[src/sv/cfa_pkg.sv]
// Package for the car-following acceleration block: widths, types, clamp codes.
// No dependencies.
`timescale 1ns / 1ps
package cfa_pkg;
	localparam int VW = 32;
	localparam logic signed [VW-1:0] VMAX = {1'b0, {(VW-1){1'b1}}};
	localparam logic signed [VW-1:0] VMIN = {1'b1, {(VW-1){1'b0}}};
	localparam logic signed [VW-1:0] Q_ONE = VW'(65536);
	localparam logic [2:0] CFG_MAX_ACCEL = 3'd0;
	localparam logic [2:0] CFG_MAX_DECEL = 3'd1;
	localparam logic [2:0] CFG_JAM = 3'd2;
	localparam logic [2:0] CFG_HEADWAY = 3'd3;
	localparam logic [2:0] CFG_INV_VMAX = 3'd4;
	localparam logic [2:0] CFG_INV_BRAKE = 3'd5;
	localparam logic [1:0] CLAMP_NONE = 2'd0;
	localparam logic [1:0] CLAMP_MAX = 2'd1;
	localparam logic [1:0] CLAMP_MIN = 2'd2;

	typedef struct packed {
		logic [30:0] own_velocity;
		logic signed [31:0] leader_distance;
		logic signed [31:0] leader_velocity;
		logic has_leader;
		logic last_leader;
		logic asleep;
	} in_item_t;

	typedef struct packed {
		logic signed [31:0] decided_accel;
		logic [1:0] clamp_status;
	} out_item_t;

	typedef struct packed {
		logic [30:0] max_accel;
		logic signed [31:0] max_decel;
		logic [30:0] jam_distance;
		logic [30:0] desired_headway;
		logic [31:0] inv_v_max;
		logic [31:0] inv_brake_term;
	} cfg_t;

	// Saturate a 66-bit signed value to VW bits.
	function automatic logic signed [VW-1:0] sat66(input logic signed [65:0] x);
		logic signed [65:0] hi;
		logic signed [65:0] lo;
		hi = 66'(VMAX);
		lo = 66'(VMIN);
		if (x > hi) return VMAX;
		if (x < lo) return VMIN;
		return VW'(x);
	endfunction
endpackage

[src/sv/cfa_if.sv]
// Valid/ready channel interfaces for the input and result items.
// Depends on cfa_pkg.
`timescale 1ns / 1ps
interface cfa_in_if;
	logic valid;
	logic ready;
	cfa_pkg::in_item_t data;
	modport source (output valid, output data, input ready);
	modport sink (input valid, input data, output ready);
endinterface

interface cfa_out_if;
	logic valid;
	logic ready;
	cfa_pkg::out_item_t data;
	modport source (output valid, output data, input ready);
	modport sink (input valid, input data, output ready);
endinterface

[src/sv/cfa_front.sv]
// Front end: accepts input items into a two-entry queue toward the back end.
// Depends on cfa_pkg.
`timescale 1ns / 1ps
module cfa_front (
	input logic clk,
	input logic arst_n,
	input logic in_valid,
	output logic in_ready,
	input cfa_pkg::in_item_t in_data,
	output logic q_valid,
	input logic q_pop,
	output cfa_pkg::in_item_t q_data
);
	cfa_pkg::in_item_t mem_q [2];
	logic wr_q;
	logic rd_q;
	logic [1:0] cnt_q;
	logic push;

	assign in_ready = (cnt_q != 2'd2);
	assign push = in_valid && in_ready;
	assign q_valid = (cnt_q != 2'd0);
	assign q_data = mem_q[rd_q];

	always_ff @(posedge clk) begin
		if (push) mem_q[wr_q] <= in_data;
	end

	always_ff @(posedge clk or negedge arst_n) begin
		if (!arst_n) begin
			wr_q <= 1'b0;
			rd_q <= 1'b0;
			cnt_q <= 2'd0;
		end else begin
			if (push) wr_q <= !wr_q;
			if (q_pop && q_valid) rd_q <= !rd_q;
			cnt_q <= cnt_q + 2'(push) - 2'(q_pop && q_valid);
		end
	end
endmodule

[src/sv/cfa_mul.sv]
// Shared sequential multiplier: product of the 32-bit magnitudes of two 33-bit signed
// operands, registered, shifted, rounded toward zero and saturated. Depends on cfa_pkg.
`timescale 1ns / 1ps
module cfa_mul (
	input logic clk,
	input logic arst_n,
	input logic start,
	input logic signed [32:0] a,
	input logic signed [32:0] b,
	input logic sh32,
	output logic done,
	output logic signed [31:0] res
);
	logic [31:0] ma_q;
	logic [31:0] mb_q;
	logic neg_q;
	logic sh_q;
	logic busy_q;
	logic [63:0] prod_s1;
	logic [32:0] abs_a;
	logic [32:0] abs_b;
	logic [63:0] shv;

	assign abs_a = a[32] ? 33'(-a) : 33'(a);
	assign abs_b = b[32] ? 33'(-b) : 33'(b);
	assign shv = sh_q ? (prod_s1 >> 32) : (prod_s1 >> 16);

	always_ff @(posedge clk) begin
		if (start) begin
			ma_q <= abs_a[31:0];
			mb_q <= abs_b[31:0];
			neg_q <= a[32] ^ b[32];
			sh_q <= sh32;
		end
		prod_s1 <= ma_q * mb_q;
	end

	always_ff @(posedge clk or negedge arst_n) begin
		if (!arst_n) begin
			busy_q <= 1'b0;
			done <= 1'b0;
		end else begin
			busy_q <= start;
			done <= busy_q;
		end
	end

	always_comb begin
		if (neg_q) begin
			if (shv > 64'h8000_0000) res = cfa_pkg::VMIN;
			else res = 32'(-shv);
		end else begin
			if (shv > 64'h7FFF_FFFF) res = cfa_pkg::VMAX;
			else res = 32'(shv);
		end
	end
endmodule

[src/sv/cfa_div.sv]
// Restoring divider for s/d in Q16.16, one quotient bit per cycle, saturated.
// A divisor at or below zero gives the maximum value. Depends on cfa_pkg.
`timescale 1ns / 1ps
module cfa_div (
	input logic clk,
	input logic arst_n,
	input logic start,
	input logic signed [31:0] num,
	input logic signed [31:0] den,
	output logic done,
	output logic signed [31:0] res
);
	logic [47:0] q_q;
	logic [31:0] r_q;
	logic [31:0] d_q;
	logic neg_q;
	logic zero_q;
	logic [5:0] cnt_q;
	logic busy_q;
	logic [32:0] trial;
	logic [32:0] absn;

	assign absn = num[31] ? 33'(-33'(num)) : 33'(num);
	assign trial = {r_q, q_q[47]} - {1'b0, d_q};

	always_ff @(posedge clk or negedge arst_n) begin
		if (!arst_n) begin
			busy_q <= 1'b0;
			done <= 1'b0;
			cnt_q <= '0;
		end else begin
			done <= 1'b0;
			if (start) begin
				busy_q <= 1'b1;
				cnt_q <= 6'd48;
			end else if (busy_q) begin
				if (cnt_q == 6'd1) begin
					busy_q <= 1'b0;
					done <= 1'b1;
				end
				cnt_q <= cnt_q - 6'd1;
			end
		end
	end

	always_ff @(posedge clk) begin
		if (start) begin
			q_q <= {absn[31:0], 16'd0};
			r_q <= '0;
			d_q <= den;
			neg_q <= num[31];
			zero_q <= (den <= 0);
		end else if (busy_q) begin
			if (!trial[32]) begin
				r_q <= trial[31:0];
				q_q <= {q_q[46:0], 1'b1};
			end else begin
				r_q <= {r_q[30:0], q_q[47]};
				q_q <= {q_q[46:0], 1'b0};
			end
		end
	end

	always_comb begin
		if (zero_q) res = cfa_pkg::VMAX;
		else if (neg_q) res = (q_q > 48'h8000_0000) ? cfa_pkg::VMIN : 32'(-q_q);
		else res = (q_q > 48'h7FFF_FFFF) ? cfa_pkg::VMAX : 32'(q_q);
	end
endmodule

[src/sv/cfa_back.sv]
// Back end: a sequencer that evaluates one item on the shared multiplier and divider,
// updates the running minimum; an awake last item emits it clamped. Depends on cfa_pkg.
`timescale 1ns / 1ps
module cfa_back (
	input logic clk,
	input logic arst_n,
	input cfa_pkg::cfg_t cfg,
	input logic q_valid,
	output logic q_pop,
	input cfa_pkg::in_item_t q_data,
	output logic out_valid,
	input logic out_ready,
	output cfa_pkg::out_item_t out_data
);
	localparam logic [4:0] S_IDLE = 5'd0, S_R = 5'd1, S_FREE = 5'd2, S_R2 = 5'd3,
		S_R4 = 5'd4, S_VDV = 5'd5, S_VT = 5'd6, S_BRK = 5'd7, S_DIV = 5'd8,
		S_QQ = 5'd9, S_CAND = 5'd10, S_FIN = 5'd11;
	logic [4:0] st_q;
	logic wait_q;
	cfa_pkg::in_item_t it_q;
	logic signed [31:0] r_q, r2_q, c1_q, vdv_q, s_q, min_q, mres;
	logic start_q;
	logic mstart, mdone, dstart, ddone, sh32;
	logic signed [32:0] ma, mb;
	logic signed [31:0] dres, a_s, vt_q;
	logic signed [65:0] tmp;
	logic signed [31:0] accv;
	logic [1:0] stat;
	logic emit;
	logic fin_hold;

	assign a_s = 32'(cfg.max_accel);
	assign q_pop = (st_q == S_IDLE) && q_valid;

	// A result is written into the output register unless the previous one still waits.
	assign emit = (st_q == S_FIN) && it_q.last_leader && !it_q.asleep;
	assign fin_hold = emit && out_valid && !out_ready;

	cfa_mul u_mul (.clk, .arst_n, .start(mstart), .a(ma), .b(mb), .sh32,
		.done(mdone), .res(mres));
	cfa_div u_div (.clk, .arst_n, .start(dstart), .num(s_q), .den(it_q.leader_distance),
		.done(ddone), .res(dres));

	always_comb begin
		ma = '0;
		mb = '0;
		sh32 = 1'b0;
		tmp = '0;
		case (st_q)
			S_R: begin
				ma = 33'(it_q.own_velocity); mb = {1'b0, cfg.inv_v_max}; sh32 = 1'b1;
			end
			S_FREE: begin
				tmp = 66'(cfa_pkg::Q_ONE) - 66'(r_q);
				ma = 33'(a_s); mb = 33'(cfa_pkg::sat66(tmp));
			end
			S_R2: begin ma = 33'(r_q); mb = 33'(r_q); end
			S_R4: begin ma = 33'(r2_q); mb = 33'(r2_q); end
			S_VDV: begin
				tmp = 66'(signed'({1'b0, it_q.own_velocity})) - 66'(it_q.leader_velocity);
				ma = 33'(it_q.own_velocity); mb = 33'(cfa_pkg::sat66(tmp));
			end
			S_VT: begin ma = 33'(it_q.own_velocity); mb = 33'(cfg.desired_headway); end
			S_BRK: begin ma = 33'(vdv_q); mb = {1'b0, cfg.inv_brake_term}; sh32 = 1'b1; end
			S_QQ: begin ma = 33'(dres); mb = 33'(dres); end
			S_CAND: begin ma = 33'(a_s); mb = 33'(c1_q < s_q ? c1_q : s_q); end
			default: ;
		endcase
	end

	always_comb begin
		accv = min_q;
		stat = cfa_pkg::CLAMP_NONE;
		if (min_q > a_s) begin
			accv = a_s;
			stat = cfa_pkg::CLAMP_MAX;
		end else if (min_q < cfg.max_decel) begin
			accv = cfg.max_decel;
			stat = cfa_pkg::CLAMP_MIN;
		end
	end

	assign mstart = !wait_q && (st_q inside {S_R, S_FREE, S_R2, S_R4, S_VDV, S_VT, S_BRK,
		S_QQ, S_CAND});
	assign dstart = (st_q == S_DIV) && !wait_q;

	always_ff @(posedge clk) begin
		if (q_pop) it_q <= q_data;
		if (mdone) begin
			case (st_q)
				S_R: r_q <= mres;
				S_R2: r2_q <= mres;
				S_R4: c1_q <= cfa_pkg::sat66(66'(cfa_pkg::Q_ONE) - 66'(mres));
				S_VDV: vdv_q <= mres;
				S_VT: vt_q <= mres;
				S_BRK: s_q <= cfa_pkg::sat66(66'(cfg.jam_distance) + 66'(vt_q) + 66'(mres));
				S_QQ: s_q <= cfa_pkg::sat66(66'(cfa_pkg::Q_ONE) - 66'(mres));
				default: ;
			endcase
		end
		if (st_q == S_FREE && mdone) min_q <= mres;
		if (st_q == S_CAND && mdone && mres < min_q) min_q <= mres;
		if (emit && !fin_hold) begin
			out_data.decided_accel <= accv;
			out_data.clamp_status <= stat;
		end
	end

	always_ff @(posedge clk or negedge arst_n) begin
		if (!arst_n) begin
			st_q <= S_IDLE;
			wait_q <= 1'b0;
			start_q <= 1'b1;
			out_valid <= 1'b0;
		end else begin
			if (emit && !fin_hold) out_valid <= 1'b1;
			else if (out_ready) out_valid <= 1'b0;
			if (mstart || dstart) wait_q <= 1'b1;
			case (st_q)
				S_IDLE: if (q_pop) st_q <= S_R;
				S_FIN: if (!fin_hold) begin
					start_q <= it_q.last_leader;
					st_q <= S_IDLE;
				end
				S_DIV: if (ddone) begin wait_q <= 1'b0; st_q <= S_QQ; end
				default: if (mdone) begin
					wait_q <= 1'b0;
					case (st_q)
						S_R: st_q <= start_q ? S_FREE : (it_q.has_leader ? S_R2 : S_FIN);
						S_FREE: st_q <= it_q.has_leader ? S_R2 : S_FIN;
						S_R2: st_q <= S_R4;
						S_R4: st_q <= S_VDV;
						S_VDV: st_q <= S_VT;
						S_VT: st_q <= S_BRK;
						S_BRK: st_q <= S_DIV;
						S_QQ: st_q <= S_CAND;
						default: st_q <= S_FIN;
					endcase
				end
			endcase
		end
	end
endmodule

[src/sv/car_following_accel_min_top.sv]
// Each item's products run one after another on the shared multiplier; a leader item
// adds the divide and the products around it, and an item that opens a run adds the
// free-flow product. A result waits in the final state while the previous one still waits.
// One item is in the back end at a time; the two-entry front queue takes new items meanwhile.
// Reset: asynchronous, active low; registers go to their listed defaults, next item opens a run.
`timescale 1ns / 1ps
module car_following_accel_min_top (
	input logic clk,
	input logic arst_n,
	cfa_in_if.sink in_ch,
	cfa_out_if.source out_ch,
	input logic cfg_we,
	input logic [2:0] cfg_index,
	input logic [31:0] cfg_data
);
	cfa_pkg::cfg_t cfg_q;
	logic qv, qpop;
	cfa_pkg::in_item_t qd;

	// Configuration registers; indexes beyond the list are ignored.
	always_ff @(posedge clk or negedge arst_n) begin
		if (!arst_n) begin
			cfg_q.max_accel <= 31'd98304;
			cfg_q.max_decel <= -32'sd196608;
			cfg_q.jam_distance <= 31'd131072;
			cfg_q.desired_headway <= 31'd98304;
			cfg_q.inv_v_max <= 32'd257698037;
			cfg_q.inv_brake_term <= 32'd1012331924;
		end else if (cfg_we) begin
			case (cfg_index)
				cfa_pkg::CFG_MAX_ACCEL: cfg_q.max_accel <= cfg_data[30:0];
				cfa_pkg::CFG_MAX_DECEL: cfg_q.max_decel <= cfg_data;
				cfa_pkg::CFG_JAM: cfg_q.jam_distance <= cfg_data[30:0];
				cfa_pkg::CFG_HEADWAY: cfg_q.desired_headway <= cfg_data[30:0];
				cfa_pkg::CFG_INV_VMAX: cfg_q.inv_v_max <= cfg_data;
				cfa_pkg::CFG_INV_BRAKE: cfg_q.inv_brake_term <= cfg_data;
				default: ;
			endcase
		end
	end

	// The front queue decouples acceptance from the sequencer in the back end.
	cfa_front u_front (.clk, .arst_n, .in_valid(in_ch.valid), .in_ready(in_ch.ready),
		.in_data(in_ch.data), .q_valid(qv), .q_pop(qpop), .q_data(qd));

	cfa_back u_back (.clk, .arst_n, .cfg(cfg_q), .q_valid(qv), .q_pop(qpop), .q_data(qd),
		.out_valid(out_ch.valid), .out_ready(out_ch.ready), .out_data(out_ch.data));
endmodule

[src/flat_wrapper.sv]
// flat-port wrapper written by rule: the top's interface ports become plain ports
module car_following_accel_min_top_flat 
  (clk, arst_n, cfg_we, cfg_index, cfg_data, in_ch_valid, in_ch_data, in_ch_ready, out_ch_valid, out_ch_data, out_ch_ready);
  cfa_in_if in_ch_i ();
  cfa_out_if out_ch_i ();
  input logic clk;
  input logic arst_n;
  input logic cfg_we;
  input logic [2:0] cfg_index;
  input logic [31:0] cfg_data;
  input wire logic [$bits(in_ch_i.valid)-1:0] in_ch_valid;
  input wire logic [$bits(in_ch_i.data)-1:0] in_ch_data;
  output wire logic [$bits(in_ch_i.ready)-1:0] in_ch_ready;
  output wire logic [$bits(out_ch_i.valid)-1:0] out_ch_valid;
  output wire logic [$bits(out_ch_i.data)-1:0] out_ch_data;
  input wire logic [$bits(out_ch_i.ready)-1:0] out_ch_ready;
  assign in_ch_i.valid = in_ch_valid;
  assign in_ch_i.data = in_ch_data;
  assign in_ch_ready = in_ch_i.ready;
  assign out_ch_valid = out_ch_i.valid;
  assign out_ch_data = out_ch_i.data;
  assign out_ch_i.ready = out_ch_ready;
  car_following_accel_min_top u_core (.clk(clk), .arst_n(arst_n), .in_ch(in_ch_i), .out_ch(out_ch_i), .cfg_we(cfg_we), .cfg_index(cfg_index), .cfg_data(cfg_data));
endmodule
[config.mk]
export PLATFORM = sky130hd
export DESIGN_NAME = car_following_accel_min_top_flat
export DESIGN_NICKNAME = d
export VERILOG_FILES = /design/src/sv/cfa_pkg.sv /design/src/sv/cfa_if.sv /design/src/sv/cfa_front.sv /design/src/sv/cfa_mul.sv /design/src/sv/cfa_div.sv /design/src/sv/cfa_back.sv /design/src/sv/car_following_accel_min_top.sv /design/src/flat_wrapper.sv
export SDC_FILE = /design/constraint.sdc
export NUM_CORES = 2
export LEC_CHECK = 0
export BUFFER_PORTS_ARGS = -buffer_cell sky130_fd_sc_hd__buf_4
export CAP_MARGIN = 20
export CORE_MARGIN = 3
export CORE_UTILIZATION = 50
export CTS_CLUSTER_DIAMETER = 60
export DETAILED_ROUTE_END_ITERATION = 8
export PLACE_DENSITY_LB_ADDON = 0.12
export SLEW_MARGIN = 15
export SYNTH_ARGS = -nofsm -noshare
export SYNTH_HDL_FRONTEND = slang
export SYNTH_HIERARCHICAL = 1
export SYNTH_SLANG_ARGS = --single-unit
[constraint.sdc]
create_clock -name clk -period 8.1 [get_ports clk]
set_clock_uncertainty 0.15 [all_clocks]
set_input_delay 0.81 -clock clk [delete_from_list [all_inputs] [get_ports clk]]
set_output_delay 0.81 -clock clk [all_outputs]
set_load 0.03 [all_outputs]
==> impl_results.html <==
<table>
<tr><th>Metric</th><th>Value</th></tr>
<tr><th colspan="2">Route</th></tr>
<tr><td>Routed wire length</td><td>between 200 and 300 mm</td></tr>
<tr><td>DRC violations left</td><td>0</td></tr>
<tr><td>Via total after detailed routing</td><td>~63k</td></tr>
<tr><td>Number of violations reported at the end of detailed-routing iteration 0</td><td>5888</td></tr>
<tr><td>ANT nets after route</td><td>0</td></tr>
<tr><td>Detail-routed net length per standard cell</td><td>roughly 26 um</td></tr>
<tr><td>Number of vias per cell after detailed routing</td><td>just under 6</td></tr>
<tr><td>Initial DRT Pass Iterations</td><td>9</td></tr>
<tr><th colspan="2">Timing</th></tr>
<tr><td>Number of pins exceeding their max-slew limit in the final report</td><td>0</td></tr>
<tr><td>RSZ-0062 raised after global routing</td><td>true</td></tr>
<tr><td>Finish-stage setup viols</td><td>0</td></tr>
<tr><td>Maximum achievable frequency</td><td>~130 MHz</td></tr>
<tr><td>Fin Hold WS</td><td>slightly below 0.08 ns</td></tr>
<tr><td>Final Hold Fails</td><td>0</td></tr>
<tr><td>Final worst-path cycle share</td><td>0.984</td></tr>
<tr><td>Remaining max-slew budget at the tightest pin</td><td>0.231</td></tr>
<tr><td>Tmin final</td><td>roughly 8.0 ns</td></tr>
<tr><td>Slew at the pin closest to its max-slew limit</td><td>roughly 1.1 ns</td></tr>
<tr><td>Setup ws final</td><td>around 0.13 ns</td></tr>
<tr><th colspan="2">Layout</th></tr>
<tr><td>Commonest non-fill, non-tap cells in the layout</td><td>inv_1, fa_1, nand2_1</td></tr>
<tr><td>Total number of nets in the final design</td><td>between 9k and 10k</td></tr>
<tr><td>Ratio of cells with drive above 1 in the final layout</td><td>0.155</td></tr>
<tr><td>Area taken by multi-input logic gates</td><td>~0.052 mm^2</td></tr>
<tr><td>Filler cells</td><td>14.4k</td></tr>
<tr><td>Sequential standard cell area</td><td>about 0.028 mm^2</td></tr>
<tr><td>Area growth from synthesis to layout</td><td>12.8%</td></tr>
<tr><td>Commonest non-fill, non-tap cell in the layout</td><td>inv_1</td></tr>
<tr><td>Post-layout instance area</td><td>around 0.096 mm^2</td></tr>
<tr><td>Non-filler instance count after layout</td><td>10.7k</td></tr>
<tr><th colspan="2">Critical path</th></tr>
<tr><td>Req. time, crit path</td><td>8.53 ns</td></tr>
<tr><td>Cell type with the highest occurrence count on the critical path</td><td>fa_1</td></tr>
<tr><td>Endpoint type of the worst setup path</td><td>register</td></tr>
<tr><td>Maximum fanout along the worst path</td><td>7</td></tr>
<tr><td>Cell at the slowest stage of the critical path</td><td>fa_1</td></tr>
<tr><td>Nature of the critical path startpoint</td><td>register</td></tr>
<tr><td>Largest stage delay on the critical path</td><td>approximately 0.56 ns</td></tr>
<tr><td>CP arrival</td><td>between 8 and 9 ns</td></tr>
<tr><td>Worst Path Class, Setup</td><td>reg -&gt; reg</td></tr>
<tr><th colspan="2">Floorplanning</th></tr>
<tr><td>Area of the placeable core</td><td>~0.17 mm^2</td></tr>
<tr><td>Die width</td><td>approximately 420 um</td></tr>
<tr><td>Effective utilization at floorplan</td><td>0.507</td></tr>
<tr><td>Vertical die dimension</td><td>419 um</td></tr>
<tr><td>I/O pin count</td><td>roughly 170</td></tr>
<tr><td>Area of the die</td><td>approximately 0.18 mm^2</td></tr>
<tr><td>Standard-cell row count</td><td>150</td></tr>
<tr><th colspan="2">Global route</th></tr>
<tr><td>Remaining Overflow, GRT</td><td>0</td></tr>
<tr><td>Global-route wire length before repair</td><td>about 410 mm</td></tr>
<tr><td>Number of antenna violations at the first check in global routing</td><td>10</td></tr>
<tr><td>Maximum number of pins on one net before global-route repair</td><td>roughly 120</td></tr>
<tr><td>Vias in the first global route</td><td>between 60k and 70k</td></tr>
<tr><td>Global router's overall resource usage</td><td>0.314</td></tr>
<tr><th colspan="2">Yosys</th></tr>
<tr><td>Register bit total from synthesis</td><td>990</td></tr>
<tr><td>EDFF count, synth</td><td>~700</td></tr>
<tr><td>Count of different cell masters after synthesis</td><td>104</td></tr>
<tr><td>Share of synthesized area occupied by flip-flops and latches</td><td>0.326</td></tr>
<tr><td>Synthesized instance count</td><td>8083</td></tr>
<tr><td>Combined area of all synthesized cells</td><td>approximately 0.085 mm^2</td></tr>
<tr><td>Mapped Nets</td><td>9642</td></tr>
<tr><td>Fraction of registers with async set/reset</td><td>0.212</td></tr>
<tr><td>Total of warnings raised by yosys</td><td>6</td></tr>
<tr><td>Average instance area after synthesis</td><td>10.6 um^2</td></tr>
<tr><td>Ys flop type</td><td>edfxtp_1</td></tr>
<tr><th colspan="2">CTS</th></tr>
<tr><td>Clock sinks</td><td>a little under 1k</td></tr>
<tr><td>H-tree lvl count</td><td>3</td></tr>
<tr><td>CTS buffer count</td><td>about 120</td></tr>
<tr><td>CTS max path bufs</td><td>3</td></tr>
<tr><td>TritonCTS clock tree</td><td>done</td></tr>
<tr><td>Clock root cell</td><td>clkbuf_16</td></tr>
<tr><td>Clock-pin slew reported for the worst setup and hold paths after clock tree synthesis</td><td>~0.060 ns</td></tr>
<tr><td>Worst-Skew Late Latency</td><td>roughly 0.77 ns</td></tr>
<tr><th colspan="2">Min path</th></tr>
<tr><td>Min-delay worst type</td><td>in -&gt; reg</td></tr>
<tr><th colspan="2">Place</th></tr>
<tr><td>Routability-driven placement congestion ratio</td><td>about 1.0</td></tr>
<tr><td>Worst slack, placed</td><td>-0.219 ns</td></tr>
<tr><td>Half-perimeter wire length of the detailed placement result</td><td>~220 mm</td></tr>
<tr><td>Placed Instance Area</td><td>~0.091 mm^2</td></tr>
<tr><td>Port buffer count</td><td>roughly 170</td></tr>
<tr><td>Placed cell count</td><td>approximately 10k</td></tr>
<tr><th colspan="2">Flow run</th></tr>
<tr><td>Number of max-cap violations</td><td>0</td></tr>
<tr><th colspan="2">Outcome</th></tr>
<tr><td>Result of the run</td><td>finished clean</td></tr>
</table>
## synthesized netlist by cell type, types with 26 or more instances
cell type     n  share of area
nor2b_1      40         0.0029
and2_1      606          0.044
nor2_1      244          0.011
inv_1      1150          0.051
nand2_1     863          0.038
ha_1        492          0.072
nand3_1      68         0.0040
nand2b_1     38         0.0028
mux2i_1     128          0.015
dfxtp_1      96          0.023
edfxtp_1    684           0.24
nor4_1       51         0.0037
dfrtp_1     156          0.046
a221oi_1     30         0.0031
xnor2_1     198          0.020
xor2_1       75         0.0077
clkbuf_1    334          0.015
a22oi_1      58         0.0051
mux2_2      303          0.040
a21oi_1     225          0.013
dfstp_2      54          0.017
nor3_1       87         0.0051
a22o_1       36         0.0037
o21ai_0     220          0.013
o211ai_1     40         0.0035
a21o_1      120          0.011
a222oi_1     77         0.0090
o21a_1       28         0.0025
a31oi_1      26         0.0019
and3_1       35         0.0026
o31ai_1      43         0.0038
nand4_1      57         0.0042
a211oi_1     46         0.0040
buf_2        33         0.0019
or3_1        27         0.0020
a311oi_1     27         0.0028
fa_1        929           0.22
## registers in the layout, indices dropped and copies added (netlist names), 34 cells and up
name,count
u_core/u_front/mem_q,196
u_core/cfg_q,189
u_core/u_back/it_q,98
u_core/u_back/u_div/q_q,48
u_core/u_back/u_mul/prod_s1,48
u_core/u_back/out_data,34
## per-stage QoR
| stage | TNS, ns | util |
|---|---|---|
| after floorplan | 0 | - |
| after global placement | -0.507 | 0.541 |
| after detailed placement | -0.839 | 0.542 |
| after CTS | -0.282 | 0.567 |
| after global routing | -0.352 | 0.571 |
| final | 0 | 0.572 |
## area by class of cell
cell class | count | area share
diodes | 5 | 0.000130
clock buffers | 137 | 0.0331
clock inverters | 89 | 0.0110
inverters | 1151 | 0.0449
multi-input cells | 5535 | 0.541
flip-flops and latches | 990 | 0.289
well taps | 2204 | 0.0287
repair buffers | 578 | 0.0527
## logic make-up (layout without fill, tap and decap cells)
family	count (synthesis)	after routing	share of synthesized area
AND/OR/NAND/NOR	2236	2236	0.133
buffers and inverters	1558	1955	0.0709
adder cells (fa/ha/maj)	1421	1421	0.290
AO/OA/AOI/OAI	1164	1164	0.0960
flip-flops	990	990	0.326
multiplexers	441	441	0.0563
XOR/XNOR	273	273	0.0280
other	0	5	0
## worst max-delay path: cells and delay by family (launching register included)
family	cells	cell delay [ns]
compound gates	3	0.58
xor+xnor	1	0.35
fa+ha+maj	9	4.45
buf+inv	12	1.37
flops	1	0.43
simple gates	3	0.44
## metal layers
metal / wire (um) / share of wire / GRT usage
met3: 21300 / 0.078 / 0.0547
met4: 13300 / 0.048 / 0.132
met5: 11 / 0.000040 / 0
met1: 113000 / 0.41 / 0.428
met2: 127000 / 0.46 / 0.497
## what timing repair did
action / 4_1_cts / 5_1_grt
endpoints found under the hold margin: 22 / 0
hold buffers: 1 / 0
pin swaps: 0 / 85
setup buffers: 0 / 25
resized for setup: 9 / 106
cloned: 0 / 5
endpoints found under the setup margin: 10 / 32
## path summary, 6_finish.rpt
kind / start / cells past startpoint / slack, ns / end
min in group asynchronous: arst_n / 2 / 0.58 / u_core/cfg_q[180]$_DFFE_PN0P_
setup / recovery: u_core/u_back/u_mul/mb_q[4]$_DFFE_PP_ / 28 / 0.13 / u_core/u_back/u_mul/prod_s1[36]$_DFF_P_
setup reg to reg: u_core/u_back/u_mul/mb_q[4]$_DFFE_PP_ / 28 / 0.13 / u_core/u_back/u_mul/prod_s1[36]$_DFF_P_
max in group asynchronous: arst_n / 3 / 5.80 / u_core/cfg_q[99]$_DFFE_PN0P_
hold reg to reg: u_core/u_back/u_mul/busy_q$_DFF_PN0_ / 0 / 0.21 / u_core/u_back/u_mul/done$_DFF_PN0_
hold / removal: in_ch_data[81] / 1 / 0.08 / u_core/u_front/mem_q[1][81]$_DFFE_PP_
Power is left out: the tool's default activity adds up to more than one toggle a clock period on the data nets, which glitch-free logic cannot reach.
